--- config.mk ---
export PLATFORM = sky130hd
export DESIGN_NAME = fq31_cell
export DESIGN_NICKNAME = d
export VERILOG_FILES = /design/src/rtl/fir_filter_q31_macros.svh /design/src/rtl/fq31_pkg.sv /design/src/rtl/fq31_cell.sv
export SDC_FILE = /design/constraint.sdc
export NUM_CORES = 2
export LEC_CHECK = 0
export BUFFER_PORTS_ARGS = -buffer_cell sky130_fd_sc_hd__buf_2
export CAP_MARGIN = 0
export CORE_UTILIZATION = 65
export CTS_BUF_LIST = sky130_fd_sc_hd__clkbuf_8
export DETAILED_ROUTE_END_ITERATION = 8
export PLACE_DENSITY = 0.85
export SLEW_MARGIN = 5
export SYNTH_ARGS = -nofsm -noshare
export SYNTH_HDL_FRONTEND = slang
export SYNTH_SLANG_ARGS = --single-unit
--- constraint.sdc ---
create_clock -name aclk -period 18.5 [get_ports aclk]
set_input_delay 3.7 -clock aclk [delete_from_list [all_inputs] [get_ports aclk]]
set_output_delay 3.7 -clock aclk [all_outputs]
set_load 0.005 [all_outputs]
--- src/rtl/fir_filter_q31_macros.svh ---
// assertion macros used by the fir filter top level
`ifndef FIR_FILTER_Q31_MACROS_SVH
`define FIR_FILTER_Q31_MACROS_SVH

// same-cycle implication, checked on every rising edge out of reset
`define FQ31_ASSERT_NOW(lbl, ante, cons, msg) \
    lbl: assert property (@(posedge aclk) disable iff (!aresetn) (ante) |-> (cons)) \
        else $error(msg);

// next-cycle implication, checked on every rising edge out of reset
`define FQ31_ASSERT_NEXT(lbl, ante, cons, msg) \
    lbl: assert property (@(posedge aclk) disable iff (!aresetn) (ante) |=> (cons)) \
        else $error(msg);

`endif

--- src/rtl/fq31_pkg.sv ---
// shared constants and types for the q1.31 fir filter
`default_nettype none

package fq31_pkg;

    localparam int DATA_W    = 32;
    localparam int FRAC_BITS = 31;
    localparam int TAPS      = 8;
    localparam int NUM_COEF  = 8;
    localparam int DLY_DEPTH = 7;
    localparam int CNT_W     = $clog2(TAPS + 1);
    localparam int APB_AW    = $clog2(NUM_COEF * 4);
    localparam int IDX_W     = $clog2(NUM_COEF);

    typedef logic signed [DATA_W-1:0]   sample_t;
    typedef sample_t     [TAPS-1:0]     tap_vec_t;
    typedef sample_t     [NUM_COEF-1:0] coef_vec_t;
    typedef sample_t     [DLY_DEPTH-1:0] dly_vec_t;
    typedef logic        [CNT_W-1:0]    cnt_t;

    // data handed from one cell to the next
    typedef struct packed {
        logic     vld;
        sample_t  sum;
        sample_t  prod;
        tap_vec_t taps;
    } link_t;

endpackage

`default_nettype wire

--- src/rtl/fq31_cell.sv ---
// one systolic tap cell: multiply own tap, add upstream product to running sum
`default_nettype none

module fq31_cell
    import fq31_pkg::*;
(
    input  wire logic    aclk,
    input  wire logic    aresetn,
    input  wire logic    en,
    input  wire sample_t coef,
    input  wire link_t   link_in,
    output link_t        link_out
);

    link_t                     link_reg;
    link_t                     link_next;
    logic signed [2*DATA_W-1:0] full;

    // q1.31 product of this cell's tap, previous product joins the sum
    always_comb begin
        full           = coef * link_in.taps[0];
        link_next.vld  = link_in.vld;
        link_next.sum  = link_in.sum + link_in.prod;
        link_next.prod = full[FRAC_BITS+DATA_W-1:FRAC_BITS];
        link_next.taps = '0;
        for (int j = 0; j < TAPS - 1; j++) begin
            link_next.taps[j] = link_in.taps[j+1];
        end
    end

    // stage register, held while the chain is stalled
    always_ff @(posedge aclk) begin
        if (!aresetn) begin
            link_reg.vld <= 1'b0;
        end else if (en) begin
            link_reg <= link_next;
        end
    end

    assign link_out = link_reg;

endmodule

`default_nettype wire
==> flow_metrics.env <==
export IMPL_status="finished, final reports clean"
export IMPL_min_path_type="flip-flop to flip-flop"
export IMPL_htreeDepth=2
export IMPL_final_common_cell="fa_1"
export IMPL_post_cts_buffers=0
export IMPL_grt_pass1_wl_um=228200
export IMPL_slowest_delay_ns=0.95
export IMPL_period_minus_slack_ns=11.98
export IMPL_synth_ff_type="edfxtp_1"
export IMPL_drc=0
export IMPL_ios=677
export IMPL_tritoncts="done"
export IMPL_yosys_cell_types_count=75
export IMPL_clock_latency_ns=0.77
export IMPL_vias=33950
export IMPL_grtUsageTotal=0.4502
export IMPL_antenna_found_initial=51
export IMPL_cts_root_buf="clkbuf_8"
export IMPL_cts_repair_resized=0
export IMPL_fin_setup_tns_ns=0
export IMPL_required_ns=18.93
export IMPL_yosys_area_share_simple=0.1309
export IMPL_hold_violations=0
export IMPL_yosys_area_share_xor_xnor=0.01438
export IMPL_core_mm2=0.06907
export IMPL_period_share=0.6476
export IMPL_overflow=0
export IMPL_slowest_stage="fa_1"
export IMPL_vias_per_cell=5.873
export IMPL_rsz0062_at_grt="no"
export IMPL_final_nets=6421
export IMPL_synth_seq_cells=289
export IMPL_grt_max_degree=84
export IMPL_clockBufferDepth=3
export IMPL_synth_top_family_by_area="adder cells"
export IMPL_synthArstFlopShare=0
export IMPL_avgSynthCellArea_um2=10.69
export IMPL_synth_edff_count=288
export IMPL_synthCells=4271
export IMPL_slew_headroom=0.2806
export IMPL_timing_fmax_ghz=0.08347
export IMPL_yosysSeqAreaShare=0.1898
export IMPL_die_area_mm2=0.07133
export IMPL_netlist_area_mm2=0.04567
export IMPL_first_global_vias=36200
export IMPL_fin_skew_ns=0
export IMPL_die_x_um=267.1
export IMPL_cts_sinks=289
export IMPL_crit_path_start_kind="input pin"
export IMPL_path_buf_inv=6
export IMPL_drv_slew=0
export IMPL_holdWs_ns=0.5357
export IMPL_yosys_mux_area_fraction=0.0002192
export IMPL_first_pass_iters=8
export IMPL_final_cell_mix="fa_1 (1,073), inv_1 (978), buf_2 (644)"
export IMPL_finalWeightedCongestion=1.019
export IMPL_area_growth_pct=10.27
export IMPL_crit_top_cell="fa_1"
export IMPL_start_util=0.6612
export IMPL_die_h_um=267.1
export IMPL_synthAdderAreaFrac=0.5276
export IMPL_rows=96
export IMPL_drt_total_wl_um=153700
export IMPL_maxCapViolations=0
export IMPL_numCtsBuffers=51
export IMPL_synth_compound_area_share=0.03545
export IMPL_post_dp_hpwl_um=119900
export IMPL_drt_iter0_markers=3383
export IMPL_worstMarginPinSlew_ns=1.079
export IMPL_numPortBuffers=644
export IMPL_crit_arrival_ns=12.41
export IMPL_crit_type="input pin to flip-flop"
export IMPL_crit_path_end_kind="flip-flop"
export IMPL_hold_buffers=0
export IMPL_crit_family="adder cells"
export IMPL_cp_max_fo=32
export IMPL_largest_register_ffs=289
export IMPL_synth_warnings=0
export IMPL_finalSetupViolations=0
export IMPL_clk_pin_slew_ns=0.06
export IMPL_n_fill_cell=4909
export IMPL_drive_gt1_frac=0.1552
export IMPL_post_drt_wl_per_cell_um=26.60
export IMPL_postRouteAntennaNets=0
worst reg2reg max path, delay by kind of cell (launching register included):
kind             cells  cell delay, ns
flip-flops           1            0.32
multiplexers         1            0.12
AND/OR/NAND/NOR      1            0.06
cell type report:
type	count	area (µm²)	area share
antenna	30	75.07	0.001491
sequential	289	8668	0.1721
tap	931	1165	0.02313
inverter	965	3622	0.07192
clock buffer	51	701.9	0.01394
timing repair buffer	662	3358	0.06668
multi-input combinational	2814	32480	0.6450
clock inverter	38	289.0	0.005739
through the flow:
stage                     utilization  instance area, µm²  worst slack, ns  cells
after floorplan                     -               45790            7.080   4302
after global placement         0.7138               49300            6.114   5661
after detailed placement       0.7138               49300            5.897   5661
after CTS                      0.7281               50290            6.585   5750
after global routing           0.7286               50320            6.202   5765
final                          0.7292               50360            6.520   5780
synthesized netlist by cell type, drive strengths merged (4+ instances only):
cell / n / area [µm²]
and2: 512 / 3204
nor2b: 32 / 200.2
nand3: 12 / 60.06
xnor2: 53 / 464.2
o21a: 12 / 90.09
edfxtp: 288 / 8648
o211ai: 9 / 67.56
o21ai: 45 / 225.2
a21boi: 4 / 30.02
ha: 209 / 2615
inv: 965 / 3622
a21o: 32 / 242.7
fa: 1073 / 21480
buf: 34 / 250.2
nand4: 18 / 118.9
clkbuf: 200 / 765.7
nor3: 7 / 40.04
and3: 7 / 48.80
o21bai: 8 / 63.81
a2111oi: 4 / 47.55
nor2: 38 / 142.6
a21oi: 82 / 429.2
nand2: 524 / 1967
xor2: 22 / 192.7
nand2b: 13 / 81.33
a211oi: 10 / 75.07
a31oi: 11 / 68.82
metal layers:
| layer | routed length (µm) | share of wire | vias to the layer above | global-route usage |
|---|---|---|---|---|
| met5 | 251 | 0.0016 | - | 0.007623 |
| met4 | 15750 | 0.10 | 30 | 0.3823 |
| met3 | 20530 | 0.13 | 789 | 0.1816 |
| met2 | 69420 | 0.45 | 2400 | 0.6707 |
| met1 | 47780 | 0.31 | 17110 | 0.5065 |
| li1 | - | - | 13620 | - |
path summary, 6_finish.rpt:
| path | startpoint | end | slack, ns | cells after the start |
|---|---|---|---|---|
| min reg2reg | link_out[320]$_SDFFE_PN0P_ | link_out[320]$_SDFFE_PN0P_ | 0.54 | 2 |
| max reg2reg | link_out[320]$_SDFFE_PN0P_ | link_out[320]$_SDFFE_PN0P_ | 17.90 | 2 |
| min | link_out[320]$_SDFFE_PN0P_ | link_out[320]$_SDFFE_PN0P_ | 0.54 | 2 |
| max | link_in[2] | link_out[287]$_DFFE_PP_ | 6.52 | 25 |
cell families after synthesis:
| kind of cell | after synthesis |
|---|---|
| other cells | 1 |
| buf+inv | 1199 |
| flops | 289 |
| mux | 1 |
| compound gates | 246 |
| xor+xnor | 75 |
| fa+ha+maj | 1282 |
| simple gates | 1178 |
Power is left out: the tool's default activity adds up to more than one toggle a clock period on the data nets, which glitch-free logic cannot reach.
