<file path="config.mk">
export PLATFORM = sky130hd
export DESIGN_NAME = fq31_regs
export DESIGN_NICKNAME = d
export VERILOG_FILES = /design/src/rtl/fir_filter_q31_macros.svh /design/src/rtl/fq31_pkg.sv /design/src/rtl/fq31_regs.sv
export SDC_FILE = /design/constraint.sdc
export NUM_CORES = 1
export LEC_CHECK = 0
export BUFFER_PORTS_ARGS = -buffer_cell sky130_fd_sc_hd__buf_2
export CORE_MARGIN = 2
export CORE_UTILIZATION = 42
export CTS_BUF_LIST = sky130_fd_sc_hd__clkbuf_4
export CTS_CLUSTER_SIZE = 30
export DETAILED_ROUTE_END_ITERATION = 10
export GPL_ROUTABILITY_DRIVEN = 0
export PLACE_DENSITY = 0.73
export SYNTH_ARGS = -nofsm -noshare
export SYNTH_HDL_FRONTEND = slang
export SYNTH_SLANG_ARGS = --single-unit
</file>
<file path="constraint.sdc">
create_clock -name aclk -period 2.35 [get_ports aclk]
set_input_delay 0.47 -clock aclk [delete_from_list [all_inputs] [get_ports aclk]]
set_output_delay 0.47 -clock aclk [all_outputs]
set_load 0.005 [all_outputs]
</file>
<file path="src/rtl/fir_filter_q31_macros.svh">
// assertion macros used by the fir filter top level
`ifndef FIR_FILTER_Q31_MACROS_SVH
`define FIR_FILTER_Q31_MACROS_SVH

// same-cycle implication, checked on every rising edge out of reset
`define FQ31_ASSERT_NOW(lbl, ante, cons, msg) \
    lbl: assert property (@(posedge aclk) disable iff (!aresetn) (ante) |-> (cons)) \
        else $error(msg);

// next-cycle implication, checked on every rising edge out of reset
`define FQ31_ASSERT_NEXT(lbl, ante, cons, msg) \
    lbl: assert property (@(posedge aclk) disable iff (!aresetn) (ante) |=> (cons)) \
        else $error(msg);

`endif

</file>
<file path="src/rtl/fq31_pkg.sv">
// shared constants and types for the q1.31 fir filter
`default_nettype none

package fq31_pkg;

    localparam int DATA_W    = 32;
    localparam int FRAC_BITS = 31;
    localparam int TAPS      = 8;
    localparam int NUM_COEF  = 8;
    localparam int DLY_DEPTH = 7;
    localparam int CNT_W     = $clog2(TAPS + 1);
    localparam int APB_AW    = $clog2(NUM_COEF * 4);
    localparam int IDX_W     = $clog2(NUM_COEF);

    typedef logic signed [DATA_W-1:0]   sample_t;
    typedef sample_t     [TAPS-1:0]     tap_vec_t;
    typedef sample_t     [NUM_COEF-1:0] coef_vec_t;
    typedef sample_t     [DLY_DEPTH-1:0] dly_vec_t;
    typedef logic        [CNT_W-1:0]    cnt_t;

    // data handed from one cell to the next
    typedef struct packed {
        logic     vld;
        sample_t  sum;
        sample_t  prod;
        tap_vec_t taps;
    } link_t;

endpackage

`default_nettype wire

</file>
<file path="src/rtl/fq31_regs.sv">
// apb coefficient register file
`default_nettype none

module fq31_regs
    import fq31_pkg::*;
(
    input  wire logic              aclk,
    input  wire logic              aresetn,
    input  wire logic              psel,
    input  wire logic              penable,
    input  wire logic              pwrite,
    input  wire logic [APB_AW-1:0] paddr,
    input  wire logic [31:0]       pwdata,
    output logic      [31:0]       prdata,
    output logic                   pready,
    output coef_vec_t              coef
);

    coef_vec_t        coef_reg;
    coef_vec_t        coef_next;
    logic [IDX_W-1:0] idx;
    logic             wr_en;

    // word index from byte address
    assign idx   = paddr[APB_AW-1:2];
    assign wr_en = psel && penable && pwrite;

    always_comb begin
        coef_next = coef_reg;
        if (wr_en) begin
            coef_next[idx] = pwdata;
        end
    end

    always_ff @(posedge aclk) begin
        if (!aresetn) begin
            coef_reg <= '0;
        end else begin
            coef_reg <= coef_next;
        end
    end

    // read back and fixed ready
    assign prdata = coef_reg[idx];
    assign pready = 1'b1;
    assign coef   = coef_reg;

endmodule

`default_nettype wire

</file>
==> results by stage <==
Logic synthesis:
- By count the netlist is led by sky130_fd_sc_hd__nand2_1, sky130_fd_sc_hd__mux2i_1, sky130_fd_sc_hd__dfxtp_1.
- Sequential cells were found to cover ~45% of the synthesized design area.
- The area share of the largest cell type after synthesis is a little under half.
- Counting flops and latches in the post-synthesis netlist gives roughly 260.
- The synthesized netlist contains 26 unique library cells.
- The most common cell in the synthesized netlist is sky130_fd_sc_hd__nand2_1.
- The net count after synthesis is 1,037.
- The mean instance size in the synthesized netlist is between 10 and 15 um^2.
- The cell area after synthesis is approximately 11,000 um^2.
- The leading area contributor after synthesis is sky130_fd_sc_hd__dfxtp_1.
- After synthesis, the cell types taking the most area are sky130_fd_sc_hd__dfxtp_1, sky130_fd_sc_hd__mux2i_1, sky130_fd_sc_hd__mux4_2.
- The number of synthesized flops with an enable pin is 0.
- After synthesis, the share of flip-flops with an asynchronous set or reset is 0%.
- The dominant register cell in the synthesized netlist is sky130_fd_sc_hd__dfxtp_1.
- The number of instances in the synthesized netlist is a little under 1,000.
- The Yosys step of the flow raised 0 warnings.

Die:
- Row generation in the floorplan step produced 60 rows.
- The height of the die is roughly 170 um.
- The width of the die is ~170 um.
- The core region area is about 27,000 um^2.
- The effective utilization at floorplan is between 40% and 50%.
- The area enclosed by the die boundary is roughly 28,000 um^2.
- The top-level port count is 331.

Power and ir drop:
- Of the total power, the share spent switching nets is around a quarter.
- In this run the power density over the cells is approximately 580 nW/um^2.
- The clock network accounts for around 44% of the total power.
- In this run, flip-flops and latches consume just under 50% of the power.
- The highest ir drop seen on vdd is around 0.4 mV.
- The portion of total power attributed to combinational logic is 6.8%.
- In this run the static leakage power is about 7.3 nW.
- The internal power contribution is a little under 7 mW.
- For this design the total switching power over the nets is roughly 2.2 mW.

CTS:
- The tree built by TritonCTS fans out to between 200 and 300 sinks.
- The CTS tree is yes.
- After clock tree synthesis, the clock-pin slew on the worst setup and hold paths is 0.07 ns.
- CTS built an H-tree with a depth of 3.
- The clock tree root buffer cell is sky130_fd_sc_hd__clkbuf_4.
- The clock tree buffer depth is 3.
- For the worst-skew pair, the clock arrives at the later sink with an insertion delay of 0.67 ns.
- The number of buffers created by CTS is slightly below 70.

Setup path:
- The category of the worst setup path capture point is an output port.
- The arrival time at the worst endpoint is 1.89 ns.
- The category of the critical setup timing path is reg2out.
- The startpoint kind of the worst setup timing path is a register.
- The worst-path maximum fanout is 3.
- The required time at the endpoint of the critical path is between 1.5 and 2 ns.

Detailed routing:
- The detail route stage leaves a number of antenna-violating nets equal to 0.
- The detailed-route wire length per cell is approximately 19 um.
- The first routing iteration left roughly 630 violations.
- The routed layout has between 9,000 and 10,000 vias.
- Summed over all layers, the routed wires come to between 30 and 40 mm.
- The detailed-route DRC error count is 0.
- Before antenna repair, the detailed router went through 5 iterations.
- The post-detailed-route via-to-cell ratio is 5.236.

STA:
- The peak clock frequency supported by timing is between 400 and 500 MHz.
- The minimum clock period after layout is around 2.4 ns.
- The hold violation count in the final report is 0.
- The worst path uses 100.6% of the clock period.
- The headroom to the max-slew limit is a little under three fifths.
- The setup total negative slack is -0.01344 ns.
- The setup-violating endpoint count in the final report is 1.
- For the pin with the worst max-slew slack, the measured transition is between 0.6 and 0.7 ns.
- The number of pins with negative max-slew slack in the final report is 0.
- Setup repair after global routing could not meet its margin everywhere.
- Across all setup checks in the final design, the least slack found is -0.01344 ns.
- The worst-case clock skew is 0 ns.

Layout:
- The cell area after layout is around 16,000 um^2.
- The flip-flop count of the largest register after layout is between 200 and 300.
- The area growth from synthesis to layout is 38.18%.
- The number of nets in the layout is between 1,500 and 2,000.
- The count of cells in the finished layout, fillers not included, comes to about 1,900.
- The final design utilization is approximately three fifths.
- Cells with a size suffix above 1 make up between 50% and 60% of the layout.

Global route:
- Entering global routing, the biggest net connects 57 pins.
- The via count of the first global-routing pass is around 10,000.
- The wire length of the first global-routing pass is approximately 55 mm.
- The initial antenna violation count is 1.
- The global route total overflow is 0.
- The overall track demand over capacity in global routing is around a quarter.

Placement:
- Once detailed placement completed, the half-perimeter wirelength came to 24.11 mm.
- The count of buffers from port buffering is roughly 330.
- The count of placed standard cells including taps is ~1,700.
- The placed instances occupy a cell area of between 10,000 and 15,000 um^2.

Flow run:
- The number of max-cap violations is 0.

Outcome:
- The final reports fail on negative setup slack.
- The run finished, with violations left.

Hold path:
- The class of the worst hold path is in2reg.
## cells by family after synthesis
group | share of synthesized area, %
AO/OA/AOI/OAI | 0.2989
buffers and inverters | 4.528
flip-flops | 45.34
multiplexers | 39.26
other | 0.03318
AND/OR/NAND/NOR | 10.54
## power by group through the flow
stage	Clock [mW]	Combinational (mW)	Sequential, mW
floorplan	0	0.340	4.49
global placement	0	0.578	4.49
detailed placement	0	0.586	4.49
CTS	4.09	0.610	4.39
global route	4.34	0.654	4.39
finish	3.98	0.615	4.40
## layout by cell type, fill, tap and decap left out, types with 2 or more instances in the layout
| cell type | n |
|---|---|
| sky130_fd_sc_hd__buf_2 | 296 |
| sky130_fd_sc_hd__nand2_1 | 289 |
| sky130_fd_sc_hd__mux2i_1 | 258 |
| sky130_fd_sc_hd__dfxtp_2 | 138 |
| sky130_fd_sc_hd__buf_4 | 123 |
| sky130_fd_sc_hd__dfxtp_1 | 117 |
| sky130_fd_sc_hd__clkbuf_4 | 103 |
| sky130_fd_sc_hd__mux4_2 | 62 |
| sky130_fd_sc_hd__buf_6 | 31 |
| sky130_fd_sc_hd__mux2_4 | 30 |
| sky130_fd_sc_hd__buf_12 | 26 |
| sky130_fd_sc_hd__clkinv_1 | 14 |
| sky130_fd_sc_hd__nor2_4 | 6 |
| sky130_fd_sc_hd__nand2b_1 | 2 |
| sky130_fd_sc_hd__or3_2 | 2 |
| sky130_fd_sc_hd__clkinvlp_4 | 2 |
## repair_timing
| item | in CTS | in global routing |
|---|---|---|
| endpoints found under the setup margin | 31 | 31 |
| hold buffers | 0 | 0 |
| buffers inserted | 68 | 10 |
| resized for setup | 134 | 38 |
## per-stage QoR
stage               power (mW)  setup WS (ns)  hold slack, ns
floorplan                4.831         0.1555          0.4610
global placement         5.070        -0.1304          0.4499
detailed placement       5.081        -0.1714          0.4584
CTS                      9.095       -0.08482          0.1725
global route             9.386       -0.09526          0.2047
finish                   8.993       -0.01344          0.2381
## critical path, stage by stage, from the launching register on
cell and delay [ns]:
sky130_fd_sc_hd__dfxtp_2 0.34, sky130_fd_sc_hd__mux4_2 0.49, sky130_fd_sc_hd__mux2_4 0.28, sky130_fd_sc_hd__buf_6 0.12
## cell type report
type	instances	area, um^2
antenna	1	2.502
clock buffer	103	773.2
clock inverter	20	115.1
fill	2207	11030
inverter	1	3.754
multi-input combinational	659	5707
sequential	256	5301
tap	341	426.7
timing repair buffer	477	3288
## worst paths after layout
kind,startpoint,endpoint,slack (ns),cells past startpoint
max,coef[201],prdata[9],-0.01,3
min,pwdata[15],coef[143],0.24,3
min reg2reg,coef[223],coef[223],0.46,2
max reg2reg,coef[121],coef[121],1.54,4
## metal layers
| metal | wire [um] | global-route usage, % | part of all wire [%] | up-vias |
|---|---|---|---|---|
| li1 | - | - | - | 4457 |
| met1 | 14580 | 28.73 | 40 | 4802 |
| met2 | 18100 | 43.01 | 50 | 389 |
| met3 | 2362 | 5.971 | 6.5 | 81 |
| met4 | 1088 | 11.00 | 3.0 | 0 |
| met5 | 0 | 0 | 0 | - |
Note: power is estimated with default switching activity, not from simulation.
